<file path="src/rtl/core/sfd_pkg.sv">
// ----------------------------------------------------------------------------
// sfd_pkg
// Types, constants and byte-step functions shared by the sync frame deframer.
// ----------------------------------------------------------------------------
package sfd_pkg;

    localparam logic [15:0] CRC_POLY = 16'h1021;
    localparam logic [15:0] CRC_INIT = 16'h0000;
    localparam logic [7:0]  TYPE_ACK = 8'h0F;
    localparam logic [7:0]  TYPE_U02 = 8'h02;
    localparam logic [7:0]  TYPE_U20 = 8'h20;
    localparam logic [7:0]  TYPE_U21 = 8'h21;
    localparam logic [7:0]  TYPE_U30 = 8'h30;
    localparam logic [7:0]  TYPE_U33 = 8'h33;

    localparam int CFG_IDX_W  = 2;
    localparam int CFG_DATA_W = 16;

    localparam logic [CFG_IDX_W-1:0] CFG_RX_ENABLE   = 2'd0;
    localparam logic [CFG_IDX_W-1:0] CFG_FIRST_SYNC  = 2'd1;
    localparam logic [CFG_IDX_W-1:0] CFG_SECOND_SYNC = 2'd2;
    localparam logic [CFG_IDX_W-1:0] CFG_MAX_PAYLOAD = 2'd3;

    localparam logic        RST_RX_ENABLE   = 1'b1;
    localparam logic [7:0]  RST_FIRST_SYNC  = 8'hAA;
    localparam logic [7:0]  RST_SECOND_SYNC = 8'h55;
    localparam logic [15:0] RST_MAX_PAYLOAD = 16'd512;

    typedef struct packed {
        logic        receive_enable;
        logic [7:0]  first_sync;
        logic [7:0]  second_sync;
        logic [15:0] max_payload;
    } t_cfg;

    typedef enum logic [9:0] {
        PH_SYNC0   = 10'b00_0000_0001,
        PH_SYNC1   = 10'b00_0000_0010,
        PH_TYPE    = 10'b00_0000_0100,
        PH_SEQ_HI  = 10'b00_0000_1000,
        PH_SEQ_LO  = 10'b00_0001_0000,
        PH_LEN_HI  = 10'b00_0010_0000,
        PH_LEN_LO  = 10'b00_0100_0000,
        PH_PAYLOAD = 10'b00_1000_0000,
        PH_CRC_LO  = 10'b01_0000_0000,
        PH_CRC_HI  = 10'b10_0000_0000
    } t_phase;

    localparam logic KIND_DATA   = 1'b0;
    localparam logic KIND_REPORT = 1'b1;

    typedef struct packed {
        logic        valid;
        logic        kind;
        logic [7:0]  data_byte;
        logic [7:0]  frame_type;
        logic [15:0] sequence_res;
        logic [15:0] payload_length;
        logic        crc_ok;
        logic        is_ack;
        logic        ack_required;
    } t_result;

    function automatic logic [15:0] crc16_step(input logic [15:0] crc, input logic [7:0] b);
        logic [15:0] c;
        c = crc ^ {b, 8'h00};
        for (int i = 0; i < 8; i++) begin
            c = c[15] ? ((c << 1) ^ CRC_POLY) : (c << 1);
        end
        return c;
    endfunction

    function automatic logic type_reliable(input logic [7:0] t);
        return !(t == TYPE_U02 || t == TYPE_ACK || t == TYPE_U20 ||
                 t == TYPE_U21 || t == TYPE_U30 || t == TYPE_U33);
    endfunction

endpackage

</file>
<file path="src/rtl/core/sync_frame_deframer_crc16.sv">
// An item is held in the input register once accepted, and its result, if any, is
// registered in the result register when the item advances.
// Throughput: one byte per cycle unless the output stalls; the CRC steps bytewise.
// While a result waits on a stalled output, the input register takes one more byte
// and then stalls the input. Reset is synchronous and active low; it restores the
// register defaults and the hunt.
// ----------------------------------------------------------------------------
// sync_frame_deframer_crc16
// Sync-word frame deframer with an incremental CRC16-XMODEM check.
// ----------------------------------------------------------------------------
module sync_frame_deframer_crc16 (
    input  logic                           i_clk,
    input  logic                           i_rst_n,
    input  logic                           i_cfg_we,
    input  logic [sfd_pkg::CFG_IDX_W-1:0]  i_cfg_index,
    input  logic [sfd_pkg::CFG_DATA_W-1:0] i_cfg_wdata,
    input  logic                           i_in_valid,
    output logic                           o_in_stall,
    input  logic [7:0]                     i_rx_byte,
    output logic                           o_out_valid,
    input  logic                           i_out_stall,
    output logic                           o_kind,
    output logic [7:0]                     o_data_byte,
    output logic [7:0]                     o_frame_type,
    output logic [15:0]                    o_sequence_res,
    output logic [15:0]                    o_payload_length,
    output logic                           o_crc_ok,
    output logic                           o_is_ack,
    output logic                           o_ack_required
);
    import sfd_pkg::*;

    t_cfg       cfg;
    t_result    result;
    t_result    r_out;
    logic       r_in_valid;
    logic [7:0] r_in_byte;
    logic       advance;
    logic       in_accept;

    assign advance    = r_in_valid && !(r_out.valid && i_out_stall);
    assign o_in_stall = r_in_valid && !advance;
    assign in_accept  = i_in_valid && !o_in_stall;

    sfd_cfg u_cfg (
        .i_clk       (i_clk),
        .i_rst_n     (i_rst_n),
        .i_cfg_we    (i_cfg_we),
        .i_cfg_index (i_cfg_index),
        .i_cfg_wdata (i_cfg_wdata),
        .o_cfg       (cfg)
    );

    sfd_parser u_parser (
        .i_clk    (i_clk),
        .i_rst_n  (i_rst_n),
        .i_step   (advance),
        .i_byte   (r_in_byte),
        .i_cfg    (cfg),
        .o_result (result)
    );

    always_ff @(posedge i_clk) begin
        if (!i_rst_n) begin
            r_in_valid <= 1'b0;
        end else if (in_accept) begin
            r_in_valid <= 1'b1;
        end else if (advance) begin
            r_in_valid <= 1'b0;
        end
    end

    always_ff @(posedge i_clk) begin
        if (in_accept) begin
            r_in_byte <= i_rx_byte;
        end
    end

    always_ff @(posedge i_clk) begin
        if (!i_rst_n) begin
            r_out.valid <= 1'b0;
        end else if (advance && result.valid) begin
            r_out.valid <= 1'b1;
        end else if (!i_out_stall) begin
            r_out.valid <= 1'b0;
        end
        if (advance && result.valid) begin
            r_out.kind           <= result.kind;
            r_out.data_byte      <= result.data_byte;
            r_out.frame_type     <= result.frame_type;
            r_out.sequence_res   <= result.sequence_res;
            r_out.payload_length <= result.payload_length;
            r_out.crc_ok         <= result.crc_ok;
            r_out.is_ack         <= result.is_ack;
            r_out.ack_required   <= result.ack_required;
        end
    end

    assign o_out_valid      = r_out.valid;
    assign o_kind           = r_out.kind;
    assign o_data_byte      = r_out.data_byte;
    assign o_frame_type     = r_out.frame_type;
    assign o_sequence_res   = r_out.sequence_res;
    assign o_payload_length = r_out.payload_length;
    assign o_crc_ok         = r_out.crc_ok;
    assign o_is_ack         = r_out.is_ack;
    assign o_ack_required   = r_out.ack_required;

`ifndef SYNTHESIS
    a_report_no_data: assert property (@(posedge i_clk) disable iff (!i_rst_n)
        o_out_valid && (o_kind == KIND_REPORT) |-> o_data_byte == 8'h00)
        else $error("end of frame report carries a data byte");

    a_bad_crc_flags: assert property (@(posedge i_clk) disable iff (!i_rst_n)
        o_out_valid && !o_crc_ok |-> !o_is_ack && !o_ack_required)
        else $error("ack flags set on a frame with a bad CRC");

    a_ack_exclusive: assert property (@(posedge i_clk) disable iff (!i_rst_n)
        o_out_valid && o_is_ack |-> !o_ack_required)
        else $error("acknowledge frame marked as requiring an ack");

    a_stall_cause: assert property (@(posedge i_clk) disable iff (!i_rst_n)
        o_in_stall |-> r_in_valid && o_out_valid && i_out_stall)
        else $error("input stalled without a blocked result");

    a_accept_loads: assert property (@(posedge i_clk) disable iff (!i_rst_n)
        in_accept |=> r_in_valid && r_in_byte == $past(i_rx_byte))
        else $error("accepted item not held in the input register");
`endif

endmodule

</file>
<file path="src/rtl/core/sfd_cfg.sv">
// ----------------------------------------------------------------------------
// sfd_cfg
// Configuration register file written through a plain write port.
// ----------------------------------------------------------------------------
module sfd_cfg (
    input  logic                          i_clk,
    input  logic                          i_rst_n,
    input  logic                          i_cfg_we,
    input  logic [sfd_pkg::CFG_IDX_W-1:0] i_cfg_index,
    input  logic [sfd_pkg::CFG_DATA_W-1:0] i_cfg_wdata,
    output sfd_pkg::t_cfg                 o_cfg
);
    import sfd_pkg::*;

    t_cfg r_cfg;

    always_ff @(posedge i_clk) begin
        if (!i_rst_n) begin
            r_cfg.receive_enable <= RST_RX_ENABLE;
            r_cfg.first_sync     <= RST_FIRST_SYNC;
            r_cfg.second_sync    <= RST_SECOND_SYNC;
            r_cfg.max_payload    <= RST_MAX_PAYLOAD;
        end else if (i_cfg_we) begin
            case (i_cfg_index)
                CFG_RX_ENABLE:   r_cfg.receive_enable <= i_cfg_wdata[0];
                CFG_FIRST_SYNC:  r_cfg.first_sync     <= i_cfg_wdata[7:0];
                CFG_SECOND_SYNC: r_cfg.second_sync    <= i_cfg_wdata[7:0];
                CFG_MAX_PAYLOAD: r_cfg.max_payload    <= i_cfg_wdata[15:0];
                default: begin
                end
            endcase
        end
    end

    assign o_cfg = r_cfg;

endmodule

</file>
<file path="src/rtl/core/sfd_parser.sv">
// ----------------------------------------------------------------------------
// sfd_parser
// Frame phase machine with held header fields and the running CRC.
// ----------------------------------------------------------------------------
module sfd_parser (
    input  logic             i_clk,
    input  logic             i_rst_n,
    input  logic             i_step,
    input  logic [7:0]       i_byte,
    input  sfd_pkg::t_cfg    i_cfg,
    output sfd_pkg::t_result o_result
);
    import sfd_pkg::*;

    t_phase      r_phase, n_phase;
    logic [7:0]  r_type, n_type;
    logic [15:0] r_seq, n_seq;
    logic [15:0] r_len, n_len;
    logic [15:0] r_taken, n_taken;
    logic [15:0] r_rx_crc, n_rx_crc;
    logic [15:0] r_crc, n_crc;
    logic [15:0] len_full;
    logic [15:0] taken_inc;
    logic [15:0] rx_crc_full;
    logic [15:0] crc_next;
    logic        ok;
    logic        go;

    assign go          = i_step && i_cfg.receive_enable;
    assign crc_next    = crc16_step(r_crc, i_byte);
    assign len_full    = {r_len[15:8], i_byte};
    assign taken_inc   = r_taken + 16'd1;
    assign rx_crc_full = {i_byte, r_rx_crc[7:0]};
    assign ok          = (rx_crc_full == r_crc);

    always_comb begin
        n_phase  = r_phase;
        n_type   = r_type;
        n_seq    = r_seq;
        n_len    = r_len;
        n_taken  = r_taken;
        n_rx_crc = r_rx_crc;
        n_crc    = r_crc;
        o_result = '0;
        o_result.frame_type     = r_type;
        o_result.sequence_res   = r_seq;
        o_result.payload_length = r_len;
        case (r_phase)
            PH_SYNC1: begin
                if (i_byte == i_cfg.second_sync) begin
                    n_phase = PH_TYPE;
                end else if (i_byte != i_cfg.first_sync) begin
                    n_phase = PH_SYNC0;
                end
            end
            PH_TYPE: begin
                n_type  = i_byte;
                n_crc   = crc16_step(CRC_INIT, i_byte);
                n_phase = PH_SEQ_HI;
            end
            PH_SEQ_HI: begin
                n_seq   = {i_byte, 8'h00};
                n_crc   = crc_next;
                n_phase = PH_SEQ_LO;
            end
            PH_SEQ_LO: begin
                n_seq   = {r_seq[15:8], i_byte};
                n_crc   = crc_next;
                n_phase = PH_LEN_HI;
            end
            PH_LEN_HI: begin
                n_len   = {i_byte, 8'h00};
                n_crc   = crc_next;
                n_phase = PH_LEN_LO;
            end
            PH_LEN_LO: begin
                n_len   = len_full;
                n_crc   = crc_next;
                n_taken = '0;
                if (len_full > i_cfg.max_payload) begin
                    n_phase = PH_SYNC0;
                end else if (len_full == 16'd0) begin
                    n_phase = PH_CRC_LO;
                end else begin
                    n_phase = PH_PAYLOAD;
                end
            end
            PH_PAYLOAD: begin
                n_crc   = crc_next;
                n_taken = taken_inc;
                if (taken_inc >= r_len) begin
                    n_phase = PH_CRC_LO;
                end
                o_result.valid     = 1'b1;
                o_result.kind      = KIND_DATA;
                o_result.data_byte = i_byte;
            end
            PH_CRC_LO: begin
                n_rx_crc = {8'h00, i_byte};
                n_phase  = PH_CRC_HI;
            end
            PH_CRC_HI: begin
                o_result.valid        = 1'b1;
                o_result.kind         = KIND_REPORT;
                o_result.crc_ok       = ok;
                o_result.is_ack       = ok && (r_type == TYPE_ACK);
                o_result.ack_required = ok && (r_type != TYPE_ACK) && type_reliable(r_type);
                n_phase  = PH_SYNC0;
                n_type   = '0;
                n_seq    = '0;
                n_len    = '0;
                n_taken  = '0;
                n_rx_crc = '0;
                n_crc    = CRC_INIT;
            end
            default: begin
                n_phase = (i_byte == i_cfg.first_sync) ? PH_SYNC1 : PH_SYNC0;
            end
        endcase
        o_result.valid = o_result.valid && go;
    end

    always_ff @(posedge i_clk) begin
        if (!i_rst_n) begin
            r_phase  <= PH_SYNC0;
            r_type   <= '0;
            r_seq    <= '0;
            r_len    <= '0;
            r_taken  <= '0;
            r_rx_crc <= '0;
            r_crc    <= CRC_INIT;
        end else if (go) begin
            r_phase  <= n_phase;
            r_type   <= n_type;
            r_seq    <= n_seq;
            r_len    <= n_len;
            r_taken  <= n_taken;
            r_rx_crc <= n_rx_crc;
            r_crc    <= n_crc;
        end
    end

endmodule

</file>
<file path="config.mk">
export PLATFORM = sky130hd
export DESIGN_NAME = sync_frame_deframer_crc16
export DESIGN_NICKNAME = d
export VERILOG_FILES = /design/src/rtl/core/sfd_pkg.sv /design/src/rtl/core/sync_frame_deframer_crc16.sv /design/src/rtl/core/sfd_cfg.sv /design/src/rtl/core/sfd_parser.sv
export SDC_FILE = /design/constraint.sdc
export NUM_CORES = 1
export LEC_CHECK = 0
export BUFFER_PORTS_ARGS = -buffer_cell sky130_fd_sc_hd__buf_2
export CORE_AREA = 2 2 199 201
export CTS_CLUSTER_SIZE = 28
export DETAILED_ROUTE_END_ITERATION = 7
export DIE_AREA = 0 0 201 203
export PLACE_DENSITY_LB_ADDON = 0.3
export SLEW_MARGIN = 20
export SYNTH_ARGS = -nofsm -noshare
export SYNTH_HDL_FRONTEND = slang
export SYNTH_SLANG_ARGS = --single-unit
</file>
<file path="constraint.sdc">
create_clock -name i_clk -period 3.94 [get_ports i_clk]
set_input_delay 0.591 -clock i_clk [delete_from_list [all_inputs] [get_ports i_clk]]
set_output_delay 0.591 -clock i_clk [all_outputs]
set_load 0.02 [all_outputs]
</file>
==> run summary, run 1 <==
Status - complete, no violations
Ports - 85
GR Overflow Total - 0
Max stage delay cell, worst path - dfxtp_1
Layout fillers - 4151
Vias in the first global route - 6590
Layout area overhead - 17.2%
DRC - 0
Global Route Usage Sum - 0.121
Die Height - 203 um
Placer Congestion - 0.805
Final Hold Fails - 0
Worst-path clk slew - 80 ps
CP startpoint kind - flop
Via count - 6918
Power, Total - 0.00397 W
Count of input and output buffers - 84
Clk sinks - 185
Post-synthesis sequential area ratio - 0.488
Iteration-0 DRC Markers - 471
Post-CTS setup repair buffer count - 0
Peak supply drop - 0.299 mV
Post-Syn Area per Cell - 9.17 um2
Ant. Diodes - 0
Syn Inst Count - 962
Met2 Use GR - 0.179
Seq cells post-synth - 185
Worst path top cell family by delay - compound AO/OA/AOI/OAI gates
Cell leakage power - 3.80 nW
Largest cells by area after synthesis - dfxtp_1, edfxtp_1, a21oi_1, nand2_1, nor2_1
Pwr Density - 384 nW/um2
Detailed placer's ending HPWL - 17000 um
Initial antenna violation count - 0
Yosys warns - 0
DR pass1 iterations - 5
Final min period - 3520 ps
Layout cells sized above 1 - 0.140
Routed wire length per instance - 15.7 um
Yosys cell types - 60
Setup tns final - 0 ps
CORE AREA - 38500 um2
Buf/Inv on CP - 0
Initial Util - 0.229
Cell Area, Synth - 8820 um2
Fin crit share - 0.893
RSZ-0062 raised after global routing - false
Ys flop type - dfxtp_1
Clock buffer depth - 2
Critical Path, Cell by Cell - ha_1 -> and3_1 -> nand2_1 -> nor2_1 -> and2_1 -> nand3_1 -> xnor2_1 -> ha_1 -> nand2_1 -> o21ai_0 -> o41ai_1 -> a31oi_1 -> o31a_2 -> mux2i_1 -> nor2_1
Relative slew margins - 0.376
Worst Hold Class - input pin to flop
Ys async rst share - 0
Final setup viols - 0
Area leader, netlist - dfxtp_1
Final Max Tran Viols - 0
CTS Buf Count - 17
Global-route wire length before repair - 38300 um
Worst Tran Pin Value - 926 ps
Number of flops mapped to enable cells by yosys - 60
Commonest non-fill, non-tap cells in the layout - nand2_1, dfxtp_1, nor2_1, a21oi_1, buf_2
Critical Path Fanout Max - 9
Synth top area share - 0.284
Critical Path RT - 4260 ps
H-tree levels - 4
CTS Root Cell - clkbuf_16
Drt total wl - 24300 um
Die X - 201 um
Die ar. - 40800 um2
Max Fclk - 284 MHz
Grt met1 use - 0.177
Worst path arrival time - 3840 ps
Met3 GRT Util - 0.0249
Largest net degree at the start of global routing - 111
Clk_lat worst skew - 450 ps
Final Cell Area - 10300 um2
Crit Path Category - flop to flop
Worst Skew - 13.2 ps
Via-per-instance ratio - 4.45
Synth Net Count - 1026
Maximum capacitance violations - 0
Crit end category - flop
# nets final - 1086
Gr busiest metal - met2
Critical path's largest stage delay - 400 ps
CTS tree - done
Row count - 72
Placed Area - 9750 um2
Commonest non-fill, non-tap cell in the layout - nand2_1
Number of antenna-violating nets in the routed design - 0
-- routing by layer --
metal / wire length, um / up-vias
met5: 0 / -
met4: 330 / 0
met3: 985 / 26
met2: 10300 / 157
met1: 12700 / 3281
li1: - / 3454
-- power by group --
part / switching [W] / internal, W
Sequential: 0.0000122 / 0.00198
Clock: 0.000862 / 0.000852
Combinational: 0.000173 / 0.0000941
-- state kept, by name (all words and copies together) (netlist names), 10 cells and up --
register          flops
u_parser.r_phase     10
u_parser.r_seq       16
o_payload_length     16
o_sequence_res       16
u_parser.r_crc       16
u_cfg.o_cfg          33
u_parser.r_taken     16
u_parser.r_len       16
-- cells in the mapped netlist, types with 2 or more instances --
| library cell | count |
|---|---|
| a22oi_1 | 12 |
| clkbuf_1 | 34 |
| a311oi_1 | 2 |
| nor2b_1 | 2 |
| xnor2_1 | 46 |
| or2_2 | 2 |
| a211oi_1 | 3 |
| nand4_1 | 14 |
| dfxtp_1 | 125 |
| nand3b_1 | 5 |
| o211ai_1 | 7 |
| buf_2 | 15 |
| nor3b_1 | 6 |
| xor2_1 | 31 |
| o21ai_1 | 7 |
| nor2_1 | 114 |
| ha_1 | 33 |
| buf_4 | 2 |
| nand2b_1 | 4 |
| and3_1 | 11 |
| o22ai_1 | 2 |
| and2_1 | 9 |
| nor4_2 | 2 |
| mux2i_1 | 15 |
| inv_1 | 36 |
| nor3_1 | 10 |
| a21o_1 | 5 |
| nor4_1 | 11 |
| or3_1 | 4 |
| nand4b_1 | 2 |
| o21ai_0 | 22 |
| nor4b_1 | 4 |
| nand3_1 | 36 |
| o211a_1 | 4 |
| or4_1 | 3 |
| edfxtp_1 | 60 |
| a21oi_1 | 105 |
| buf_1 | 2 |
| nand2_1 | 128 |
| a31oi_1 | 2 |
| buf_6 | 4 |
| and4_1 | 3 |
-- stage by stage --
step	hold WS [ps]	worst slack, ps	utilization	cells
6_report	318	420	0.269	1553
2_1_floorplan	409	780	-	962
3_3_place_gp	419	412	0.253	1521
5_1_grt	303	75.5	0.269	1553
4_1_cts	302	272	0.269	1553
3_5_place_dp	417	295	0.253	1521
-- layout make-up --
class | instances | area [um2] | share of cell area
flip-flops and latches | 185 | 4300 | 0.417
repair buffers | 98 | 551 | 0.0533
well taps | 518 | 648 | 0.0627
multi-input cells | 683 | 4090 | 0.396
clock inverters | 14 | 154 | 0.0149
inverters | 37 | 151 | 0.0147
clock buffers | 18 | 429 | 0.0415
-- final timing paths --
check,from,to,slack [ps],cells after the start
max,u_parser.r_taken[0],u_parser.r_phase[3],420,15
min,i_rx_byte[2],r_in_byte[2],320,1
max reg2reg,u_parser.r_taken[0],u_parser.r_phase[3],420,15
min reg2reg,u_parser.r_seq[13],o_sequence_res[13],440,0
-- what timing repair did --
action | in CTS | in global routing
hold buffers | 0 | 0
resized for setup | 0 | 1
endpoints found under the setup margin | 0 | 6
-- logic make-up (layout without fill, tap and decap cells) --
logic type	after synthesis	in the layout	synth area share
and+or+nand+nor	374	374	0.199
DFF	185	185	0.488
AOI/OAI and AO/OA	184	184	0.125
buffers and inverters	94	167	0.0478
xor gates and xnor gates	77	77	0.0765
adders and majority gates	33	33	0.0468
muxes	15	15	0.0170
Note: power is estimated with default switching activity, not from simulation.
==> run 2: changes to the inputs <==
--- a/config.mk
+++ b/config.mk
@@ -7,6 +7,7 @@
 export LEC_CHECK = 0
 export BUFFER_PORTS_ARGS = -buffer_cell sky130_fd_sc_hd__buf_2
 export CORE_AREA = 2 2 199 201
+export CTS_BUF_LIST = sky130_fd_sc_hd__clkbuf_16
 export CTS_CLUSTER_SIZE = 28
 export DETAILED_ROUTE_END_ITERATION = 7
 export DIE_AREA = 0 0 201 203
==> run summary, run 2 (same netlist as run 1, synthesis figures left out) <==
Worst Tran Pin Value - 926 ps
Comb power frac - 0.067
Met2 routed WL - 10300 um
RSZ-0062 raised after global routing - false
Sw frac - 0.264
Worst-path clk slew - 80 ps
Fin crit share - 0.894
Clock buffer depth - 2
Peak supply drop - 0.297 mV
Via-per-instance ratio - 4.45
Critical Path Fanout Max - 9
Routed wire length per instance - 15.6 um
Post-CTS setup repair buffer count - 0
Maximum capacitance violations - 0
CORE AREA - 38500 um2
Worst Skew - 13.2 ps
Hold WS - 322 ps
H-tree levels - 4
Critical Path RT - 4260 ps
CTS tree - done
Part of the power in registers - 0.501
Int Pwr - 0.00292 W
Clk_lat worst skew - 450 ps
Initial antenna violation count - 0
Layout area overhead - 17.2%
Final Max Tran Viols - 0
DR pass1 iterations - 5
Layout cells sized above 1 - 0.140
Die ar. - 40800 um2
Ports - 85
Die Height - 203 um
Post-CTS Hold Buffers - 0
P_sw - 0.00104 W
# resized after CTS - 0
Global Route Usage Sum - 0.121
GR Overflow Total - 0
Global-route wire length before repair - 38300 um
Via count - 6913
Wl on met1 - 12700 um
Final setup viols - 0
Largest net degree at the start of global routing - 111
Max FFs per register - 33
Crit end category - flop
Max Fclk - 284 MHz
Worst Hold Class - input pin to flop
CP startpoint kind - flop
Vias in the first global route - 6590
Drt total wl - 24300 um
Placer Congestion - 0.805
CTS Buf Count - 17
Number of antenna-violating nets in the routed design - 0
Final Hold Fails - 0
Clk sinks - 185
Die X - 201 um
Cell leakage power - 3.81 nW
Worst path arrival time - 3840 ps
Final min period - 3520 ps
CTS Root Cell - clkbuf_16
Power, Total - 0.00396 W
Iteration-0 DRC Markers - 471
Ant. Diodes - 0
Commonest non-fill, non-tap cells in the layout - nand2_1, dfxtp_1, nor2_1, a21oi_1, buf_2
Status - complete, no violations
Count of input and output buffers - 84
Max Used Layer - met4
Commonest non-fill, non-tap cell in the layout - nand2_1
Clk pwr share - 0.431
Detailed placer's ending HPWL - 17000 um
Placed Area - 9750 um2
Pwr Density - 384 nW/um2
Met3 routed WL - 992 um
Final Cell Area - 10300 um2
Setup tns final - 0 ps
DRC - 0
Relative slew margins - 0.376
# nets final - 1086
Crit Path Category - flop to flop
Initial Util - 0.229
Row count - 72
## run 2: changes by cell type in the layout (fill, tap and decap cells not counted)
cell,before,now
clkbuf_1,1,0
inv_1,34,35
## run 2: layout make-up
type / count / area [um2]
clock buffers: 17 / 425
clock inverters: 15 / 158
fillers: 4151 / 28100
inverters: 37 / 151
multi-input cells: 683 / 4090
flip-flops and latches: 185 / 4300
well taps: 518 / 648
repair buffers: 98 / 551
## run 2: worst paths after layout
kind	to	depth (start not counted)	startpoint	slack, ps
min	r_in_byte[2]	1	i_rx_byte[2]	320
max	u_parser.r_phase[3]	15	u_parser.r_taken[0]	420
min reg2reg	o_sequence_res[13]	0	u_parser.r_seq[13]	440
max reg2reg	u_parser.r_phase[3]	15	u_parser.r_taken[0]	420
## run 2: routing by layer
metal,vias up,track usage
met5,-,0
met4,0,0.0336
met3,24,0.0249
met2,152,0.179
met1,3284,0.177
li1,3453,-
## run 2: power by group through the flow
stage	clock, W	sequential [W]	combinational (W)
2_1_floorplan	0	0.00203	0.000173
3_3_place_gp	0	0.00203	0.000264
3_5_place_dp	0	0.00203	0.000266
4_1_cts	0.00175	0.00199	0.000268
5_1_grt	0.00183	0.00199	0.000293
6_report	0.00171	0.00199	0.000267
## run 2: worst max-delay path, cell delays in order, from the launching register on
cell	delay [ps]
dfxtp_1	400
ha_1	240
and3_1	280
nand2_1	100
nor2_1	190
and2_1	220
nand3_1	130
xnor2_1	150
ha_1	290
nand2_1	50
o21ai_0	340
o41ai_1	130
a31oi_1	240
o31a_2	350
mux2i_1	220
nor2_1	50
## run 2: stage by stage
| stage | worst slack (ps) | std cells | utilization |
|---|---|---|---|
| 2_1_floorplan | 780 | 962 | - |
| 3_3_place_gp | 412 | 1521 | 0.253 |
| 3_5_place_dp | 295 | 1521 | 0.253 |
| 4_1_cts | 272 | 1553 | 0.269 |
| 5_1_grt | 75.5 | 1553 | 0.269 |
| 6_report | 418 | 1553 | 0.269 |
==> run 3: changes to the inputs <==
--- a/config.mk
+++ b/config.mk
@@ -6,13 +6,15 @@
 export NUM_CORES = 1
 export LEC_CHECK = 0
 export BUFFER_PORTS_ARGS = -buffer_cell sky130_fd_sc_hd__buf_2
-export CORE_AREA = 2 2 199 201
-export CTS_BUF_LIST = sky130_fd_sc_hd__clkbuf_16
+export CORE_AREA = 2 2 200 202
+export CTS_BUF_LIST = sky130_fd_sc_hd__clkbuf_8 sky130_fd_sc_hd__clkbuf_16
 export CTS_CLUSTER_SIZE = 28
 export DETAILED_ROUTE_END_ITERATION = 7
-export DIE_AREA = 0 0 201 203
+export DIE_AREA = 0 0 202 204
+export MAX_ROUTING_LAYER = met4
 export PLACE_DENSITY_LB_ADDON = 0.3
 export SLEW_MARGIN = 20
 export SYNTH_ARGS = -nofsm -noshare
 export SYNTH_HDL_FRONTEND = slang
+export SYNTH_HIERARCHICAL = 1
 export SYNTH_SLANG_ARGS = --single-unit
==> run summary, run 3 <==
Largest net degree at the start of global routing - 65
Worst Tran Pin Value - 1030 ps
Critical Path, Cell by Cell - ha_1 -> and3_1 -> and3_1 -> and3_1 -> nand3_1 -> xnor2_1 -> ha_1 -> a21o_1 -> a211oi_2 -> a31o_2 -> mux2_2 -> nor2_1
Iteration-0 DRC Markers - 393
Number of flops mapped to enable cells by yosys - 60
Global-route wire length before repair - 36600 um
Maximum capacitance violations - 0
Commonest non-fill, non-tap cells in the layout - dfxtp_1, nor2_1, nand2_1, buf_2, a21oi_1
Initial Util - 0.227
Yosys warns - 6
Final setup viols - 0
Cell Area, Synth - 8890 um2
Count leader, synth - dfxtp_1
Area leader, netlist - dfxtp_1
CORE AREA - 39200 um2
RSZ-0062 raised after global routing - false
Post-synthesis sequential area ratio - 0.484
Ys async rst share - 0
# resized after CTS - 0
Critical Path RT - 4330 ps
Fin crit share - 0.860
Worst path arrival time - 3780 ps
Placer Congestion - 0.790
Clk_lat worst skew - 450 ps
Status - complete, no violations
Crit-path most repeated cell - and3_1
Power, Total - 0.00394 W
Critical Path Fanout Max - 14
Post-CTS Hold Buffers - 0
Synth top area share - 0.281
Relative slew margins - 0.315
DRC - 0
Seq cells post-synth - 185
Die X - 202 um
Layout area overhead - 16.6%
Worst Hold Class - input pin to flop
Setup tns final - 0 ps
Core Util, Final - 0.265
CTS Buf Count - 17
Max FFs per register - 33
CTS Root Cell - clkbuf_16
# nets final - 1046
Post-synth top cells - dfxtp_1, nor2_1, nand2_1
Post-Syn Area per Cell - 9.71 um2
Global Route Usage Sum - 0.120
Worst path top cell family by delay - simple AND/OR/NAND/NOR gates
Largest cells by area after synthesis - dfxtp_1, edfxtp_1, mux2i_1, ha_1, nor2_1
Final min period - 3390 ps
Crit end category - flop
CP startpoint kind - flop
Cell leakage power - 3.90 nW
Detailed placer's ending HPWL - 16400 um
Final Hold Fails - 0
Buf/Inv on CP - 0
Ant. Diodes - 0
Number of antenna-violating nets in the routed design - 0
Row count - 73
Die ar. - 41200 um2
Max Fclk - 295 MHz
Routed wire length per instance - 15.6 um
Peak supply drop - 0.337 mV
Pwr Density - 380 nW/um2
Drt total wl - 23700 um
Die Height - 204 um
Crit Path Category - flop to flop
Vias in the first global route - 6340
H-tree levels - 4
Count of input and output buffers - 84
Ys flop type - dfxtp_1
GR Overflow Total - 0
Critical path's largest stage delay - 420 ps
Syn Inst Count - 916
Via count - 6620
Max stage delay cell, worst path - dfxtp_1
Layout cells sized above 1 - 0.149
DR pass1 iterations - 5
Worst Skew - 17.4 ps
Clk sinks - 185
Clock buffer depth - 2
Via-per-instance ratio - 4.36
Worst-path clk slew - 80 ps
Final Max Tran Viols - 0
Post-CTS setup repair buffer count - 0
Ports - 85
CTS tree - done
Synth Net Count - 980
Initial antenna violation count - 0
Commonest non-fill, non-tap cell in the layout - dfxtp_1
Yosys cell types - 63
run 3: cell types whose count changed in the layout (fill, tap and decap cells not counted), sizes merged, moves of 4 or more:
| cell | change |
|---|---|
| nor2b | +7 |
| and2 | +7 |
| xnor2 | -5 |
| nand3 | -14 |
| o21a | +7 |
| mux2i | +30 |
| inv | +9 |
| a21oi | -39 |
| o221a | +4 |
| nor2 | -11 |
| nand2 | -39 |
| nand4b | +6 |
run 3: stage by stage:
| stage | std cells | cell area (um2) | setup slack [ps] | hold WS [ps] |
|---|---|---|---|---|
| floorplan | 916 | 8890 | 755 | 408 |
| global placement | 1488 | 9810 | 626 | 412 |
| detailed placement | 1488 | 9810 | 584 | 418 |
| CTS | 1520 | 10400 | 555 | 291 |
| global route | 1520 | 10400 | 274 | 290 |
| finish | 1520 | 10400 | 552 | 316 |
run 3: worst reg2reg max path, cell delays in order (launching register included):
cell and delay (ps):
dfxtp_1 420, ha_1 250, and3_1 260, and3_1 300, and3_1 270, nand3_1 110
xnor2_1 200, ha_1 280, a21o_1 170, a211oi_2 200, a31o_2 400, mux2_2 390
nor2_1 80
run 3: path summary, 6_finish.rpt:
kind | start | endpoint | slack [ps] | cells after the start
setup / recovery | u_parser/r_taken[0] | u_parser/r_phase[6] | 550 | 12
hold / removal | i_rx_byte[6] | r_in_byte[6] | 320 | 1
setup reg to reg | u_parser/r_taken[0] | u_parser/r_phase[6] | 550 | 12
hold reg to reg | u_parser/r_seq[15] | o_sequence_res[15] | 430 | 0
run 3: cells by family after synthesis:
family                   synth area share
AND/OR/NAND/NOR                     0.183
flip-flops                          0.484
AO/OA/AOI/OAI                       0.110
buffers and inverters              0.0481
XOR/XNOR                           0.0739
multiplexers                       0.0545
adder cells (fa/ha/maj)            0.0464
run 3: routing by layer:
metal | share of wire | up-vias | global-route usage
li1 | - | 3322 | -
met1 | 0.50 | 3129 | 0.162
met2 | 0.43 | 158 | 0.175
met3 | 0.057 | 11 | 0.0335
met4 | 0.010 | 0 | 0.0320
met5 | 0 | - | -
run 3: layout make-up:
class	count	area (um2)
Sequential cell	185	4300
Tap cell	525	657
Inverter	46	173
Multi-Input combinational cell	637	4170
Clock buffer	17	425
Timing Repair Buffer	95	503
Clock inverter	15	133
Fill cell	4186	28800
run 3: where the power goes:
part	total, W	switching [W]	internal (W)
clock network	0.00167	0.000840	0.000835
logic	0.000256	0.000163	0.0000922
registers	0.00201	0.0000323	0.00198
total	0.00394	0.00104	0.00290
